===== src/arc_center_from_radius_core_macros.svh =====
// ----------------------------------------------------------------------------
// Assertion macros for the arc center core
// Short forms for concurrent checks clocked on clk and disabled in reset.
// ----------------------------------------------------------------------------
`ifndef ARC_CENTER_FROM_RADIUS_CORE_MACROS_SVH
`define ARC_CENTER_FROM_RADIUS_CORE_MACROS_SVH

// Same-cycle implication check
`define ACFR_CHECK(lbl, ante, cons, msg) \
  lbl: assert property (@(posedge clk) disable iff (!rst_n) (ante) |-> (cons)) \
    else $error(msg);

// Next-cycle implication check
`define ACFR_CHECK_NXT(lbl, ante, cons, msg) \
  lbl: assert property (@(posedge clk) disable iff (!rst_n) (ante) |=> (cons)) \
    else $error(msg);

`endif


===== src/acfr_sqrt_cell.sv =====
// ----------------------------------------------------------------------------
// acfr_sqrt_cell
// One digit step of a pipelined integer square root: one root bit per cell.
// ----------------------------------------------------------------------------
`timescale 1ns / 1ps

module acfr_sqrt_cell #(
  parameter int RW = 49
) (
  input  logic            clk,
  input  logic            en,
  input  logic [2*RW-1:0] x_in,
  input  logic [RW+1:0]   rem_in,
  input  logic [RW-1:0]   root_in,
  output logic [2*RW-1:0] x_out,
  output logic [RW+1:0]   rem_out,
  output logic [RW-1:0]   root_out
);

  logic [2*RW-1:0] x_r;
  logic [RW+1:0]   rem_r;
  logic [RW-1:0]   root_r;
  logic [RW+1:0]   cand;
  logic [RW+1:0]   trial;
  logic            ge;

  // Bring down the next bit pair and try the next root bit
  always_comb begin
    cand  = {rem_in[RW-1:0], x_in[2*RW-1 -: 2]};
    trial = {root_in, 2'b01};
    ge    = (cand >= trial);
  end

  // Advance one step
  always_ff @(posedge clk) begin
    if (en) begin
      x_r    <= {x_in[2*RW-3:0], 2'b00};
      rem_r  <= ge ? (cand - trial) : cand;
      root_r <= {root_in[RW-2:0], ge};
    end
  end

  assign x_out    = x_r;
  assign rem_out  = rem_r;
  assign root_out = root_r;

endmodule


===== config.mk =====
export PLATFORM = sky130hd
export DESIGN_NAME = acfr_sqrt_cell
export DESIGN_NICKNAME = d
export VERILOG_FILES = /design/src/arc_center_from_radius_core_macros.svh /design/src/acfr_sqrt_cell.sv
export SDC_FILE = /design/constraint.sdc
export NUM_CORES = 1
export LEC_CHECK = 0
export BUFFER_PORTS_ARGS = -buffer_cell sky130_fd_sc_hd__buf_4
export CAP_MARGIN = 25
export CORE_AREA = 2 2 153 155
export DETAILED_ROUTE_END_ITERATION = 6
export DIE_AREA = 0 0 155 157
export GPL_ROUTABILITY_DRIVEN = 0
export PLACE_DENSITY = 0.73
export SYNTH_ARGS = -nofsm -noshare
export SYNTH_HDL_FRONTEND = slang
export SYNTH_SLANG_ARGS = --single-unit

===== constraint.sdc =====
create_clock -name clk -period 2.9 [get_ports clk]
set_input_delay 0 -clock clk [delete_from_list [all_inputs] [get_ports clk]]
set_output_delay 0 -clock clk [all_outputs]
set_load 0.05 [all_outputs]

# --- After elaboration in Yosys (flattened, before gate mapping) ---
# Cells that the tools add are included.
totals:
  word_cells: 6
  in_bits: 200
  out_inout_bits: 198
  reg_bits: 196
classes:
  n_mux: 1
  addsub: 1
  order_cmp: 1
op_table:
  columns: ["operator", "count"]
  rows:
  - ["51-bit greater-or-equal comparator", 1]
  - ["51-bit 2-to-1 mux", 1]
  - ["51-bit subtractor", 1]

# --- Depth between registers and ports, before layout ---
# Gate-level depths: netlist of run 1.
logic_depth:
  depth_word: 2
  ltp_mapped: 14
  ltp_nobuf: 12

# --- Worst setup path before layout of run 1 ---
# No wires, ideal clock.
synth_timing:
  path_type: "input-to-reg"
  startpoint: "in root_in[34]"
  endpoint: "reg rem_r[11] (netlist: rem_out[11]), data pin"
  setup_ns: 0.260
  path_stages: 12
  t_arrival_ns: 2.312
  n_path_buf: 1
  required_time_ns: 2.640
  slack_ns: 0.328
  cell_sequence: "inv_1 -> ha_1 -> a21o_1 -> a21o_1 -> a21o_1 -> or3_4 -> a2111oi_4 -> nor4_2 -> nor2_4 -> inv_2 -> buf_6 -> mux2_4"
synth_via:
  elab_chain_len: 2
synth_rtl:
  columns: ["element", "line", "text"]
  rows:
  - ["from (decl)", "acfr_sqrt_cell.sv:14", "input logic [RW-1:0] root_in,"]
  - ["51-bit greater-or-equal comparator", "acfr_sqrt_cell.sv:31", "ge = (cand >= trial);"]
  - ["via ge", "acfr_sqrt_cell.sv:25", "logic ge;"]
  - ["51-bit 2-to-1 mux", "acfr_sqrt_cell.sv:38", "rem_r <= ge ? (cand - trial) : cand;"]
  - ["to (signal assigned)", "acfr_sqrt_cell.sv:38", null]
  - ["to (decl)", "acfr_sqrt_cell.sv:21", "logic [RW+1:0] rem_r;"]
# The timed path passes the listed nets, and every way through them passes these cells.
# A chain may end at the register's enable or synchronous reset.

# --- Final worst setup path of run 1 ---
layout_timing:
  startpoint: "in rem_in[20]"
  endpoint: "reg rem_r[17] (netlist: rem_out[17]), data pin"
layout_via:
  elab_chain_len: 2
layout_rtl:
  columns: ["element", "line", "text"]
  rows:
  - ["from (decl)", "acfr_sqrt_cell.sv:13", "input logic [RW+1:0] rem_in,"]
  - ["51-bit greater-or-equal comparator", "acfr_sqrt_cell.sv:31", null]
  - ["51-bit 2-to-1 mux", "acfr_sqrt_cell.sv:38", null]
# No other way between the ends.

==> results of run 1 <==
## state kept, by name (all words and copies together), names as in the netlist
name / flops
rem_out: 51
root_out: 49
x_out: 96
## routing by layer
layer / vias to the layer above / routed length [um]
met4: 0 / 1620
li1: 4313 / -
met2: 500 / 19100
met1: 4503 / 14000
met3: 94 / 2890
met5: - / 0
## report_power, final
part / switching [mW] / internal (mW) / total, mW / leakage (nW)
clock network: 1.25 / 1.18 / 2.43 / 0.292
registers: 0.0952 / 3.45 / 3.54 / 1.92
logic: 1.96 / 1.21 / 3.17 / 4.91
total: 3.31 / 5.83 / 9.14 / 7.12
## stage by stage
step           hold WS (ns)  setup slack [ns]  area (um2)  std cells  power, mW
4_1_cts               0.201          0.000672       15900       1743       8.93
6_report              0.200            0.0514       16500       1764       9.14
5_1_grt               0.245           -0.0974       16500       1763       9.43
3_3_place_gp          0.179            0.0205       13300       1516       6.27
2_1_floorplan        0.0989             0.328        9750        817       5.28
3_5_place_dp          0.179           -0.0568       13300       1516       6.30
## Yosys cell counts (all sizes together), types with 5 or more instances
master / number / share of area [%]
edfxtp: 196 / 60
ha: 51 / 6.5
o21bai: 14 / 1.1
nor2: 34 / 1.4
a211oi: 7 / 0.64
a21oi: 56 / 2.9
nand4: 20 / 1.3
nand2b: 5 / 0.32
xnor2: 29 / 2.6
mux2: 5 / 0.69
clkbuf: 14 / 0.56
o31ai: 7 / 0.54
inv: 67 / 2.6
a21o: 24 / 1.8
or3: 10 / 0.69
xor2: 14 / 1.3
o21a: 5 / 0.39
nand3: 15 / 0.77
o21ai: 73 / 3.7
nand2: 79 / 3.0
buf: 18 / 1.2
o211ai: 8 / 0.62
nor3: 15 / 0.77
## logic make-up after synthesis
logic type	synth area share [%]
AOI/OAI and AO/OA	14.3
and+or+nand+nor	9.65
DFF	60.4
buffers and inverters	4.34
adders and majority gates	6.55
xor gates and xnor gates	3.86
muxes	0.899
other	0.0385
## worst max-delay path, delay by kind of cell
family                     cells  cell delay [ns]
muxes                          1             0.33
buffers and inverters          4             1.05
and+or+nand+nor                3             0.43
AOI/OAI and AO/OA              4             0.92
adders and majority gates      1             0.30
## worst paths after layout
check,slack [ns],end,from
setup / recovery,0.05,rem_out[17],rem_in[20]
hold / removal,0.20,x_out[38],en
## cell type report
class,instances,area [um2],area share [%]
Timing Repair inverter,1,5.00,0.0304
Timing Repair Buffer,659,5610,34.1
Clock inverter,14,170,1.03
Sequential cell,196,5890,35.8
Multi-Input combinational cell,522,3730,22.7
Tap cell,285,357,2.17
Clock buffer,18,429,2.61
Inverter,67,259,1.57
Antenna cell,2,5.00,0.0304
## repair_timing
action	4_1_cts	5_1_grt
endpoints found under the hold margin	195	0
hold buffers	195	0
buffers inserted	0	12
resized for setup	0	65
endpoints found under the setup margin	0	42
==> flow_summary.json, run 1 <==
{
  "routedWlPerCell_um": 21.3,
  "setup_tns_ns": 0,
  "setup_viol": 0,
  "final_cell_mix": "448 x buf_4, 196 x edfxtp_1, 195 x dlygate4sd3_1, 79 x nand2_1, 66 x o21ai_0",
  "final_util_pct": 73.1,
  "synth-edff-count": 196,
  "grt_pass1_wl_um": 53200,
  "viasPerCell": 5.33,
  "layout_commonest_cell": "buf_4",
  "crit_path_end_kind": "flop",
  "fp.dieH_um": 157,
  "grt-ovfl-total": 0,
  "yosysUniqueCellTypes": 59,
  "syn_area_mm2": 0.00975,
  "holdPathStages": 1,
  "drt_iter0_drc": 815,
  "dr_total_vias": 9410,
  "ir_drop_mv": 0.351,
  "die_area_mm2": 0.0243,
  "drc": 0,
  "p_per_area_mw_per_mm2": 555,
  "rsz0062_at_grt": "true",
  "clock-sinks": 196,
  "final_layout_size_suffix_gt1_share_pct": 37.4,
  "avgSynthCellArea_um2": 11.9,
  "fmax_mhz": 351,
  "clk_pin_slew_ns": 0.09,
  "ioPinCount": 398,
  "status": "completed",
  "async_flop_share_pct": 0,
  "seq_area_frac_synth_pct": 60.4,
  "grt_max_degree": 86,
  "start_util_pct": 43.3,
  "crit_slowest_cell": "dlygate4sd3_1",
  "grt_antenna_before_repair": 2,
  "rows": 55,
  "htree_num_levels": 4,
  "cts_buffers": 17,
  "portBuffers": 393,
  "cts_tree": "yes",
  "grtUsageMet2_pct": 51.2,
  "worstPathArrival_ns": 3.03,
  "core_mm2": 0.0225,
  "slew_viol_final": 0,
  "hold_class": "in -> reg",
  "ant_nets": 0,
  "path_max_fanout": 7,
  "firstDrtPassIters": 6,
  "crit_type": "in -> reg",
  "area_delta_synth_final_pct": 68.9,
  "detailed_place_hpwl_um": 24500,
  "use_met1_pct": 34.0,
  "grt_pass1_vias": 9328,
  "ys_ff_latch": 196,
  "nets": 1715,
  "worst_path_most_repeated_cell": "buf_4",
  "crit_path_cell_trace": "dlygate4sd3_1 > buf_4 > ha_1 > buf_4 > a21oi_1 > o21ai_1 > a21oi_2 > nor2_2 > a2111oi_4 > nor4_2 > nor2_4 > clkinv_4 > mux2_4",
  "grt_busiest_layer": "met2",
  "hold_violations": 0,
  "drt_wl_total_um": 37600,
  "post-route-period-util_pct": 98.2,
  "maxCapViolCount": 0,
  "clock_path_buffers": 2,
  "start_kind": "input pin",
  "use_met3_pct": 6.14,
  "slowest_delay_ns": 0.54,
  "synth_top_flop_cell": "edfxtp_1",
  "cts_root_buf": "clkbuf_16",
  "relSlewSlack_pct": 53.3,
  "p_leak_nw": 7.12,
  "cp.required_ns": 3.09,
  "syn-instance-count": 816,
  "fp.dieW_um": 155,
  "final.min_clock_period_ns": 2.85,
  "grtUsageTotal_pct": 28.8,
  "fillers": 1442,
  "yosys_warnings": 0,
  "tightest_slew_ns": 0.701
}
(Power assumes the default switching activity.)
==> run 2, diff against run 1 <==
SETUP_SLACK_MARGIN = 0.3   (was unset)
==> run 2 against run 1 <==
Effect of this change: global-route usage rose by 0.20 points; total power is 1.5% lower; core utilization is 2.0 points lower; fmax up 13%; combinational power decreased by 4%; sequential power about the same; critical endpoint is now rem_out[8]; largest cell class unchanged.
==> flow_summary.json, run 2 (synthesized netlist as in run 1, its figures left out) <==
{
  "status": "completed",
  "holdPathStages": 4,
  "grt_max_degree": 86,
  "min_from": "x_in[97]",
  "firstDrtPassIters": 5,
  "ioPinCount": 398,
  "viasPerCell": 5.31,
  "clock_path_buffers": 2,
  "clk_pin_slew_ns": 0.08,
  "tightest_slew_ns": 0.692,
  "hold_violations": 0,
  "grtUsageTotal_pct": 29.0,
  "hold_class": "in -> reg",
  "area_delta_synth_final_pct": 64.2,
  "ant_nets": 0,
  "final_layout_size_suffix_gt1_share_pct": 34.5,
  "fp.dieW_um": 155,
  "layout_commonest_cell": "buf_4",
  "start_util_pct": 43.3,
  "final_cell_mix": "443 x buf_4, 196 x edfxtp_1, 195 x dlygate4sd3_1, 79 x nand2_1, 70 x o21ai_0",
  "final_cells": 1750,
  "dr_total_vias": 9300,
  "fp.dieH_um": 157,
  "dp_cells": 1516,
  "portBuffers": 393,
  "cp.required_ns": 3.07,
  "setup_slack_ns": 0.378,
  "grt-ovfl-total": 0,
  "fmax_mhz": 397,
  "cts_tree": "yes",
  "routedWlPerCell_um": 21.0,
  "p_leak_nw": 7.00,
  "nets": 1699,
  "design_power_total_mw": 9.00,
  "start_kind": "input pin",
  "drt_iter0_drc": 575,
  "place_ws_ns": -0.0568,
  "ir_drop_mv": 0.324,
  "cts_buffers": 17,
  "cts_root_buf": "clkbuf_16",
  "rsz0062_at_grt": "true",
  "worstPathArrival_ns": 2.69,
  "post-route-period-util_pct": 87.0,
  "grt_pass1_wl_um": 53800,
  "crit_type": "in -> reg",
  "fillers": 1527,
  "grt_antenna_before_repair": 3,
  "multi_input_area_mm2": 0.00350,
  "die_area_mm2": 0.0243,
  "final.min_clock_period_ns": 2.52,
  "hold_end": "rem_out[1]",
  "grt_pass1_vias": 9476,
  "relSlewSlack_pct": 53.9,
  "maxCapViolCount": 0,
  "setup_viol": 0,
  "crit_path_end_kind": "flop",
  "p_per_area_mw_per_mm2": 563,
  "core_mm2": 0.0225,
  "largest_reg_flops": 96,
  "detailed_place_hpwl_um": 24500,
  "drt_wl_total_um": 36800,
  "slew_viol_final": 0,
  "clock-sinks": 196,
  "htree_num_levels": 4,
  "seq_area_mm2": 0.00589,
  "rows": 55,
  "drc": 0,
  "path_max_fanout": 13
}
[run 2: cell count changes in the layout (fill, tap and decap cells not counted), moves of 3 or more]
cell / delta
buf_6: -5
ha_4: -10
a21oi_1: +4
o31ai_1: +3
ha_1: +9
o31ai_2: -3
clkbuf_16: -4
o21ai_0: +4
buf_4: -5
[run 2: worst max-delay path, cell delays in order]
cell	delay, ns
dlygate4sd3_1	0.55
buf_4	0.12
inv_1	0.04
ha_1	0.29
buf_4	0.17
a21o_1	0.18
a21oi_2	0.17
nor2_1	0.05
or3_1	0.39
nor2_4	0.26
buf_12	0.20
buf_4	0.16
o21ai_0	0.12
[run 2: area by class of cell]
class / instances / area share (%)
sequential: 196 / 36.8
timing repair buffer: 644 / 33.8
multi-input combinational: 522 / 21.8
clock buffer: 18 / 2.68
tap: 285 / 2.23
inverter: 67 / 1.59
clock inverter: 14 / 1.06
antenna: 4 / 0.0625
[run 2: per-layer routing]
metal	track usage, %	part of all wire, %	up-vias
li1	-	-	4282
met1	33.4	38	4536
met2	52.0	51	417
met3	7.16	7.7	65
met4	11.2	3.5	0
met5	0	0	-
[run 2: what timing repair did]
action | in CTS | in global routing
hold buffers | 195 | 0
buffers inserted | 0 | 1
hold endpoints to repair | 195 | 0
resized for setup | 0 | 13
endpoints found under the setup margin | 0 | 30
[run 2: per-stage QoR]
| stage | area [um2] | setup TNS [ns] | hold WS [ns] | util [%] |
|---|---|---|---|---|
| after floorplan | 9750 | 0 | 0.0989 | - |
| final | 16000 | 0 | 0.110 | 71.1 |
| after detailed placement | 13300 | -0.150 | 0.179 | 59.2 |
| after global routing | 16000 | 0 | 0.103 | 71.1 |
| after global placement | 13300 | 0 | 0.179 | 59.2 |
| after CTS | 15900 | 0 | 0.0857 | 70.6 |
[run 2: how the worst max path moves through the flow]
| stage | from | cells past startpoint | to | slack [ns] |
|---|---|---|---|---|
| 2_1_floorplan | root_in[34] | 12 | rem_out[11] | 0.33 |
| 4_1_cts | root_in[44] | 13 | rem_out[5] | 0.30 |
| 6_report | root_in[44] | 13 | rem_out[8] | 0.38 |
| 3_5_place_dp | root_in[5] | 12 | rem_out[5] | -0.06 |
| 5_1_grt | root_in[7] | 13 | rem_out[46] | 0.28 |
| 3_3_place_gp | rem_in[5] | 11 | rem_out[5] | 0.02 |
[run 2: where the power goes]
group	internal, mW	switching [mW]
logic	1.13	1.90
clock network	1.18	1.26
registers	3.44	0.0936
total	5.75	3.25
