## src/arc_center_from_radius_core_macros.svh

```systemverilog
// ----------------------------------------------------------------------------
// Assertion macros for the arc center core
// Short forms for concurrent checks clocked on clk and disabled in reset.
// ----------------------------------------------------------------------------
`ifndef ARC_CENTER_FROM_RADIUS_CORE_MACROS_SVH
`define ARC_CENTER_FROM_RADIUS_CORE_MACROS_SVH

// Same-cycle implication check
`define ACFR_CHECK(lbl, ante, cons, msg) \
  lbl: assert property (@(posedge clk) disable iff (!rst_n) (ante) |-> (cons)) \
    else $error(msg);

// Next-cycle implication check
`define ACFR_CHECK_NXT(lbl, ante, cons, msg) \
  lbl: assert property (@(posedge clk) disable iff (!rst_n) (ante) |=> (cons)) \
    else $error(msg);

`endif

```

## src/acfr_div_cell.sv

```systemverilog
// ----------------------------------------------------------------------------
// acfr_div_cell
// One step of a pipelined restoring divider: one quotient bit per cell.
// ----------------------------------------------------------------------------
`timescale 1ns / 1ps

module acfr_div_cell #(
  parameter int RW = 49,
  parameter int QW = 34
) (
  input  logic          clk,
  input  logic          en,
  input  logic [RW-1:0] dv_in,
  input  logic [QW-1:0] n_in,
  input  logic [RW-1:0] rem_in,
  input  logic [QW-1:0] q_in,
  output logic [QW-1:0] n_out,
  output logic [RW-1:0] rem_out,
  output logic [QW-1:0] q_out
);

  logic [QW-1:0] n_r;
  logic [RW-1:0] rem_r;
  logic [QW-1:0] q_r;
  logic [RW:0]   cand;
  logic [RW:0]   diff;
  logic          ge;

  // Shift in the next dividend bit and compare against the divisor
  always_comb begin
    cand = {rem_in, n_in[QW-1]};
    diff = cand - {1'b0, dv_in};
    ge   = (cand >= {1'b0, dv_in});
  end

  // Advance one step
  always_ff @(posedge clk) begin
    if (en) begin
      n_r   <= {n_in[QW-2:0], 1'b0};
      rem_r <= ge ? diff[RW-1:0] : cand[RW-1:0];
      q_r   <= {q_in[QW-2:0], ge};
    end
  end

  assign n_out   = n_r;
  assign rem_out = rem_r;
  assign q_out   = q_r;

endmodule

```

## config.mk

```make
export PLATFORM = sky130hd
export DESIGN_NAME = acfr_div_cell
export DESIGN_NICKNAME = d
export VERILOG_FILES = /design/src/arc_center_from_radius_core_macros.svh /design/src/acfr_div_cell.sv
export SDC_FILE = /design/constraint.sdc
export NUM_CORES = 1
export LEC_CHECK = 0
export BUFFER_PORTS_ARGS = -buffer_cell sky130_fd_sc_hd__buf_2
export CORE_MARGIN = 4
export CORE_UTILIZATION = 45
export CTS_CLUSTER_SIZE = 8
export DETAILED_ROUTE_END_ITERATION = 10
export PLACE_DENSITY = 0.74
export SYNTH_ARGS = -nofsm -noshare
export SYNTH_HDL_FRONTEND = slang
export SYNTH_SLANG_ARGS = --single-unit
```

## constraint.sdc

```tcl
create_clock -name clk -period 10.7 [get_ports clk]
set_clock_uncertainty 0.2 [all_clocks]
set_input_delay 3.21 -clock clk [delete_from_list [all_inputs] [get_ports clk]]
set_output_delay 3.21 -clock clk [all_outputs]
set_load 0.02 [all_outputs]
```

**Word-level counts from Yosys, hierarchy flattened**

Index checks and enable logic that the tools add are counted.

- Register bits: 116
- Input bits: 168
- Output and inout bits: 117

- Add/sub/neg operators: 1
- $lt $le $gt $ge: 1
- Mux-type cells: 1

Operators with widths:

| kind | number |
|---|---|
| $ge A50 B49 Y1 | 1 |
| $mux W49 | 1 |
| $sub A49 B49 Y49 | 1 |

**Depth between registers and ports, before layout**

Gate-level depths: netlist of run 1.

- Depth in word-level cells: 2
- Depth in mapped cells: 15

**Worst setup path before layout of run 1**

OpenSTA, ideal clock, no wires.

- Path type: input port to flip-flop
- From: input n_in[33]
- To: register rem_r[18] (netlist: rem_out[18]), data pin
- Arrival: 5.828 ns
- Slack: 4.409 ns
- Stages on the path: 14
- Path buffers: 1
- Cells stage by stage: inv_1 -> ha_1 -> inv_1 -> fa_1 -> a21oi_1 -> o22ai_1 -> o211ai_1 -> o221ai_2 -> a21oi_2 -> o41ai_4 -> a211oi_4 -> o31ai_4 -> buf_4 -> mux2_1

- Cells in the longest elaborated chain, start to end: 2
- Elaborated cells between the ends (all ways): 3

Ends and longest elaborated chain:

| what | RTL line | RTL |
|---|---|---|
| from (decl) | acfr_div_cell.sv:14 | `input logic [QW-1:0] n_in,` |
| $sub A49 B49 Y49 / $ge A50 B49 Y1 (equally long branches) | acfr_div_cell.sv:32, acfr_div_cell.sv:33 |  |
| $mux W49 (*) | acfr_div_cell.sv:40 | `rem_r <= ge ? diff[RW-1:0] : cand[RW-1:0];` |
| to (signal assigned) | acfr_div_cell.sv:40 |  |
| to (decl) | acfr_div_cell.sv:23 | `logic [RW-1:0] rem_r;` |

Mark *: on every way between the ends. The rest lies on a longest branch, timed or not.
A chain may end at the register's enable or synchronous reset.

**Worst setup path after layout of run 1**

Ends and elaborated chain as after synthesis.

==> results of run 1 <==
[registers in the layout (all words and copies together), names as in the netlist]
| signal | count |
|---|---|
| n_out | 33 |
| rem_out | 49 |
| q_out | 34 |
[cell type report]
| cell class | count | area (um2) |
|---|---|---|
| Multi-Input combinational cell | 450 | 3110 |
| Fill cell | 1315 | 6120 |
| Tap cell | 188 | 235 |
| Sequential cell | 116 | 3480 |
| Inverter | 64 | 240 |
| Timing Repair Buffer | 285 | 1440 |
| Clock inverter | 14 | 156 |
| Clock buffer | 17 | 425 |
[synthesized netlist by cell type, types with 5 or more instances]
| master | n |
|---|---|
| edfxtp_1 | 116 |
| a21oi_1 | 90 |
| inv_1 | 64 |
| nor2_1 | 61 |
| ha_1 | 49 |
| xnor2_1 | 29 |
| nand2_1 | 26 |
| a21o_1 | 25 |
| clkbuf_1 | 22 |
| nand4_1 | 20 |
| o21ai_0 | 18 |
| xor2_1 | 17 |
| o21bai_1 | 12 |
| mux2_1 | 11 |
| nand3_1 | 11 |
| o21a_1 | 7 |
| o31ai_1 | 6 |
| a31oi_1 | 5 |
| buf_2 | 5 |
| buf_4 | 5 |
| nor2b_1 | 5 |
| nor3_1 | 5 |
[power breakdown]
| group | internal, mW | leakage (nW) | switching, mW |
|---|---|---|---|
| sequential | 0.565 | 1.14 | 0.0113 |
| clock | 0.344 | 0.277 | 0.217 |
| combinational | 0.148 | 2.76 | 0.236 |
[path summary, 6_finish.rpt]
kind                      from     endpoint  slack (ns)  cells past startpoint
worst max-delay path  n_in[33]  rem_out[18]        3.53                     15
worst min-delay path  q_in[10]    q_out[11]        2.77                      1
[routing by layer]
metal | part of all wire | routed length (um) | GRT usage | vias up
li1 | - | - | - | 2960
met1 | 0.39 | 7410 | 0.237 | 2743
met2 | 0.52 | 9810 | 0.378 | 207
met3 | 0.074 | 1400 | 0.0650 | 19
met4 | 0.010 | 190 | 0.0531 | 4
met5 | 0.0014 | 26 | 0 | -
[cells by family after synthesis]
group                    Yosys count
AND/OR/NAND/NOR                  152
multiplexers                      11
buffers and inverters             96
flip-flops                       116
XOR/XNOR                          46
AO/OA/AOI/OAI                    190
adder cells (fa/ha/maj)           50
other                              1
[critical path, stage by stage]
cell	delay, ns
buf_2	0.09
inv_1	0.04
ha_1	0.18
inv_1	0.07
fa_1	0.19
a21oi_1	0.10
o22ai_1	0.23
o211ai_1	0.20
o221ai_2	0.35
a21oi_2	0.16
o41ai_4	0.45
a211oi_4	0.19
o31ai_4	0.79
buf_4	0.47
mux2_1	0.37
[stage by stage]
stage                     std cells  hold WS [ns]  cell area, um2   util
after floorplan                 662          3.11            6970      -
after global placement         1103          3.19            8500  0.559
after detailed placement       1103          3.19            8500  0.559
after CTS                      1134          2.75            9080  0.597
after global routing           1134          2.75            9080  0.597
final                          1134          2.77            9080  0.597
==> results.yml, run 1 <==
outcome:
  outcome: "complete, no violations"
die:
  core_mm2: 0.0152
  die-area_mm2: 0.0176
  initial_core_util: 0.459
  die_h_um: 132
  die_x_um: 132
  io_pins: 285
  placementRows: 45
cts:
  cts_sinks: 116
  clockBufferDepth: 2
  cts_tree: "built"
  post_cts_resized: 0
  postCtsHoldBufs: 0
  htree_levels: 4
  post_cts_buffers: 0
  cts_buffers: 17
  path_clk_slew_ns: 0.06
  cts_root_buf: "clkbuf_16"
synthesis:
  seq_area_frac_synth: 0.499
  synth_top_family_by_area: "compound AO/OA/AOI/OAI gates"
  synthesis.nets: 880
  synth_area_leaders: "edfxtp_1 (50%), ha_1 (8.8%), a21oi_1 (6.5%)"
  synth_ff_type: "edfxtp_1"
  synth-xor-area-share: 0.0578
  synth_seq_cells: 116
  synth_compound_area_frac: 0.175
  syn_area_mm2: 0.00697
  yosysTopAreaCell: "edfxtp_1"
  synthArstFlopShare: 0
  synth_simple_gate_area_frac: 0.104
  synthMuxAreaShare: 0.0178
  ys_warn_count: 0
  synth_cell_types: 52
  synth_edf_count: 116
  synth_adder_area_share: 0.0908
  yosysTopAreaCellShare: 0.499
  syn-instance-count: 662
  syn-mean-instance-area_um2: 10.5
global_route:
  grt_pass1_vias: 5749
  grt_util_all_layers: 0.208
  grt_max_degree: 67
  grt_antenna_before_repair: 2
  grt_pass1_wl_mm: 28.9
  overflow: 0
route:
  drc: 0
  vias: 5933
  viasPerCell: 5.23
  wl_per_cell_um: 16.6
  drt_pass1_iterations: 5
  drtIter0Drc: 282
  ant_nets: 0
  wl_mm: 18.8
timing:
  post-route-min-period_ns: 7.17
  setup_viol: 0
  worst_pin_slew_ns: 0.868
  finalCritPeriodShare: 0.670
  final_max_slew_viol_count: 0
  rsz0062_at_grt: "no"
  max_slew_margin: 0.421
  clock.fmax_mhz: 139
  tns_ns: 0
  hold_violations: 0
  setup_ws_ns: 3.53
finish:
  final_common_cell: "buf_2"
  layout-drive-gt1-share: 0.345
  area.growth.synth_to_final_pct: 30.2
  layout_common_cells: "buf_2 (281), edfxtp_1 (116), a21oi_1 (90), inv_1 (64), nor2_1 (61)"
  n_antenna_cell: 0
  nets: 1152
placement:
  hpwlAfterDp_mm: 14.9
  place.gp.congestion: 0.842
  portBuffers: 282
  place_ws_ns: 3.06
power:
  p_total_mw: 1.52
  peakVddDrop_v: 0.000110
  pwr_density_cell_mw_per_mm2: 167
  total_leakage_power_nw: 4.17
hold_path:
  worstHoldPathType: "primary input to register"
setup_path:
  cp-end-kind: "register"
  crit_type: "primary input to register"
  cp_data_required_time_ns: 10.65
  critical_path_arrival_ns: 7.13
  crit_path_max_fanout: 37
  worstSetupStartpointType: "primary input"
run:
  maxCapViolations: 0
No activity file was read; power rests on OpenSTA's default activity.
==> run 2: changes to the inputs <==
--- a/config.mk
+++ b/config.mk
@@ -7,10 +7,10 @@
 export LEC_CHECK = 0
 export BUFFER_PORTS_ARGS = -buffer_cell sky130_fd_sc_hd__buf_2
 export CORE_MARGIN = 4
-export CORE_UTILIZATION = 45
+export CORE_UTILIZATION = 44
 export CTS_CLUSTER_SIZE = 8
 export DETAILED_ROUTE_END_ITERATION = 10
-export PLACE_DENSITY = 0.74
+export PLACE_DENSITY = 0.76
 export SYNTH_ARGS = -nofsm -noshare
 export SYNTH_HDL_FRONTEND = slang
 export SYNTH_SLANG_ARGS = --single-unit
==> constraint.sdc (replaced) <==
create_clock -name clk -period 5.9 [get_ports clk]
set_clock_uncertainty 0.2 [all_clocks]
set_input_delay 1.77 -clock clk [delete_from_list [all_inputs] [get_ports clk]]
set_output_delay 1.77 -clock clk [all_outputs]
set_load 0.02 [all_outputs]
==> results.yml, run 2 (synthesized netlist as in run 1, its figures left out) <==
global_route:
  grt_max_degree: 57
  grt_pass1_wl_mm: 29.3
  grt_antenna_before_repair: 0
  grt_util_all_layers: 0.207
  grt_pass1_vias: 5834
  overflow: 0
cts:
  post_cts_resized: 0
  path_clk_slew_ns: 0.06
  postCtsHoldBufs: 0
  cts_root_buf: "clkbuf_16"
  htree_levels: 4
  cts_tree: "built"
  post_cts_buffers: 0
  cts_sinks: 116
  clockBufferDepth: 2
  cts_buffers: 17
route:
  wl_per_cell_um: 16.5
  vias: 5998
  viasPerCell: 5.17
  drtIter0Drc: 332
  drc: 0
  ant_nets: 0
  drt_pass1_iterations: 6
  wl_mm: 19.1
power:
  total_leakage_power_nw: 4.19
  p_total_mw: 2.74
  peakVddDrop_v: 0.000169
  pwr_density_cell_mw_per_mm2: 299
placement:
  hpwlAfterDp_mm: 15.2
  place.gp.congestion: 0.843
  portBuffers: 282
die:
  initial_core_util: 0.454
  io_pins: 285
  placementRows: 45
  die_x_um: 134
  core_mm2: 0.0154
  die_h_um: 134
  die-area_mm2: 0.0179
timing:
  setup_viol: 0
  holdWs_ns: 1.34
  hold_violations: 0
  post-route-min-period_ns: 5.09
  finalCritPeriodShare: 0.863
  clock.fmax_mhz: 196
  max_slew_margin: 0.592
  tns_ns: 0
  final_max_slew_viol_count: 0
  worst_pin_slew_ns: 0.610
  rsz0062_at_grt: "no"
setup_path:
  worstSetupStartpointType: "primary input"
  critical_path_arrival_ns: 5.04
  crit_path_max_fanout: 56
  cp_data_required_time_ns: 5.85
  cp-end-kind: "register"
  crit_type: "primary input to register"
finish:
  layout_common_cells: "buf_2 (281), edfxtp_1 (116), a21oi_1 (90), inv_1 (64), nor2_1 (61)"
  fill_cells: 1315
  nets: 1155
  final_common_cell: "buf_2"
  layout-drive-gt1-share: 0.346
  multi_input_area_mm2: 0.00311
  area.sequential_mm2: 0.00348
  largest_reg_flops: 49
  area.growth.synth_to_final_pct: 31.2
  n_antenna_cell: 0
run:
  maxCapViolations: 0
hold_path:
  worstHoldPathType: "primary input to register"
outcome:
  outcome: "complete, no violations"
[run 2: where the power goes]
part / total [mW] / internal [mW] / leakage [nW] / switching (mW)
clock network: 0.991 / 0.589 / 0.271 / 0.402
logic: 0.701 / 0.273 / 2.78 / 0.428
registers: 1.05 / 1.03 / 1.14 / 0.0220
total: 2.74 / 1.89 / 4.19 / 0.852
[run 2: worst paths after layout]
path	from	endpoint	slack, ns	cells past startpoint
min	q_in[30]	q_out[31]	1.34	1
max	n_in[33]	rem_out[18]	0.81	15
[run 2: critical path, cell delays in order]
cell and delay, ns:
buf_2 0.10, inv_1 0.04, ha_1 0.15, inv_1 0.05
fa_1 0.40, a21oi_1 0.20, o22ai_1 0.15, o211ai_1 0.32
o221ai_2 0.20, a21oi_2 0.30, o41ai_4 0.15, a211oi_4 0.47
o31ai_4 0.15, buf_12 0.20, mux2_1 0.33
[run 2: per-stage QoR]
stage	instance area [um2]	instances	setup WS, ns	util
global placement	8580	1129	0.363	0.558
global route	9150	1161	0.594	0.595
finish	9150	1161	0.809	0.595
detailed placement	8580	1129	0.345	0.558
CTS	9150	1161	0.781	0.595
floorplan	6970	662	1.05	-
[run 2: routing by layer]
layer,GRT usage,up-vias,share of wire
met2,0.371,236,0.50
met4,0.0800,0,0.028
li1,-,2981,-
met3,0.0540,32,0.084
met1,0.237,2749,0.38
met5,0,-,0
[run 2: cell type report]
cell class | instances | share of cell area
multi-input combinational | 450 | 0.339
timing repair buffer | 288 | 0.162
inverter | 64 | 0.0263
tap | 211 | 0.0289
clock inverter | 15 | 0.0160
clock buffer | 17 | 0.0465
sequential | 116 | 0.381
==> run 3: changes to the inputs <==
--- a/config.mk
+++ b/config.mk
@@ -7,10 +7,10 @@
 export LEC_CHECK = 0
 export BUFFER_PORTS_ARGS = -buffer_cell sky130_fd_sc_hd__buf_2
 export CORE_MARGIN = 4
-export CORE_UTILIZATION = 44
+export CORE_UTILIZATION = 45
 export CTS_CLUSTER_SIZE = 8
 export DETAILED_ROUTE_END_ITERATION = 10
-export PLACE_DENSITY = 0.76
+export PLACE_DENSITY = 0.74
 export SYNTH_ARGS = -nofsm -noshare
 export SYNTH_HDL_FRONTEND = slang
 export SYNTH_SLANG_ARGS = --single-unit
==> constraint.sdc (replaced) <==
create_clock -name clk -period 4.85 [get_ports clk]
set_clock_uncertainty 0.2 [all_clocks]
set_input_delay 1.455 -clock clk [delete_from_list [all_inputs] [get_ports clk]]
set_output_delay 1.455 -clock clk [all_outputs]
set_load 0.02 [all_outputs]
==> results.yml, run 3 (synthesized netlist as in run 1, its figures left out) <==
outcome:
  outcome: "complete, no violations"
cts:
  post_cts_buffers: 0
  cts_buffers: 17
  cts_root_buf: "clkbuf_16"
  path_clk_slew_ns: 0.06
  htree_levels: 4
  postCtsHoldBufs: 0
  cts_tree: "built"
  cts_sinks: 116
  post_cts_resized: 0
  clockBufferDepth: 2
finish:
  area.growth.synth_to_final_pct: 35.9
  layout_common_cells: "buf_2 (281), edfxtp_1 (116), a21oi_1 (90), inv_1 (64), nor2_1 (61)"
  final_util: 0.623
  final_common_cell: "buf_2"
  fill_cells: 1268
  layout-drive-gt1-share: 0.373
  nets: 1196
  area.sequential_mm2: 0.00348
  n_antenna_cell: 0
  multi_input_area_mm2: 0.00311
  largest_reg_flops: 49
placement:
  place.gp.congestion: 0.839
  portBuffers: 282
  place_ws_ns: -0.155
  hpwlAfterDp_mm: 15.5
run:
  maxCapViolations: 0
die:
  die_h_um: 132
  core_mm2: 0.0152
  placementRows: 45
  io_pins: 285
  initial_core_util: 0.459
  die-area_mm2: 0.0176
  die_x_um: 132
route:
  drt_pass1_iterations: 4
  viasPerCell: 5.18
  vias: 6111
  ant_nets: 0
  drc: 0
  wl_mm: 19.5
  drtIter0Drc: 341
  wl_per_cell_um: 16.5
setup_path:
  cp-startpoint: "dv_in[1]"
  slowest_stage: "a2111oi_0"
  cp-end-kind: "register"
  worstSetupStartpointType: "primary input"
  slowest_delay_ns: 0.60
  critical_path_arrival_ns: 4.56
  cp_top_family: "compound AO/OA/AOI/OAI gates"
  cp_data_required_time_ns: 4.80
  path_cells: "buf_2 > inv_1 > ha_1 > nor2b_1 > o2111ai_1 > a31o_2 > a2111oi_0 > buf_4 > nor3_1 > o31ai_1 > buf_4 > o31ai_1 > o211ai_1 > xnor2_1 > a21oi_1"
  path_buf_inv: 4
  crit_path_max_fanout: 3
  crit_type: "primary input to register"
timing:
  finalCritPeriodShare: 0.949
  final_max_slew_viol_count: 0
  holdWs_ns: 1.02
  hold_violations: 0
  post-route-min-period_ns: 4.60
  clock.fmax_mhz: 217
  rsz0062_at_grt: "no"
  max_slew_margin: 0.571
  setup_ws_ns: 0.248
  setup_viol: 0
  worst_pin_slew_ns: 0.644
power:
  total_leakage_power_nw: 4.41
  peakVddDrop_v: 0.000213
  pwr_density_cell_mw_per_mm2: 361
  p_total_mw: 3.42
global_route:
  overflow: 0
  grt_antenna_before_repair: 0
  grt_util_all_layers: 0.216
  grt_pass1_wl_mm: 30.4
  grt_max_degree: 70
  grt_pass1_vias: 6187
hold_path:
  min_from: "n_in[6]"
  worstHoldPathType: "primary input to register"
## run 3: cell count changes in the layout (fill, tap and decap cells not counted)
cell and change:
bufinv_16 +1, buf_12 +3, buf_4 +38, clkinv_1 -1
clkinv_2 +3, clkbuf_1 +1, inv_6 -2, inv_8 -1
clkinvlp_4 -2, clkinv_4 +1
## run 3: where the power goes
group	internal [mW]	switching [mW]
Clock	0.761	0.477
Sequential	1.25	0.0259
Combinational	0.375	0.537
Total	2.38	1.04
## run 3: area by class of cell
cell class,count,area share
clock buffers,18,0.0453
multi-input cells,450,0.328
inverters,64,0.0254
clock inverters,14,0.0161
repair buffers,329,0.193
well taps,188,0.0248
flip-flops and latches,116,0.368
## run 3: path summary, 6_finish.rpt
check	slack [ns]	cells past startpoint	end
worst min-delay path	1.02	1	n_out[7]
worst max-delay path	0.25	15	rem_out[47]
## run 3: per-stage QoR
step                std cells  TNS (ns)  cell area, um2
floorplan                 662         0            6970
global placement         1147    -0.525            8890
detailed placement       1147     -3.11            8890
CTS                      1179         0            9480
global route             1179         0            9480
finish                   1179         0            9480
## run 3: metal layers
layer | track usage | vias to the layer above | wire [um] | share of wire
met1 | 0.249 | 2839 | 7740 | 0.40
met4 | 0.0606 | 0 | 232 | 0.012
met3 | 0.0589 | 21 | 1380 | 0.071
li1 | - | 3043 | - | -
met5 | 0 | - | 0 | 0
met2 | 0.395 | 208 | 10100 | 0.52
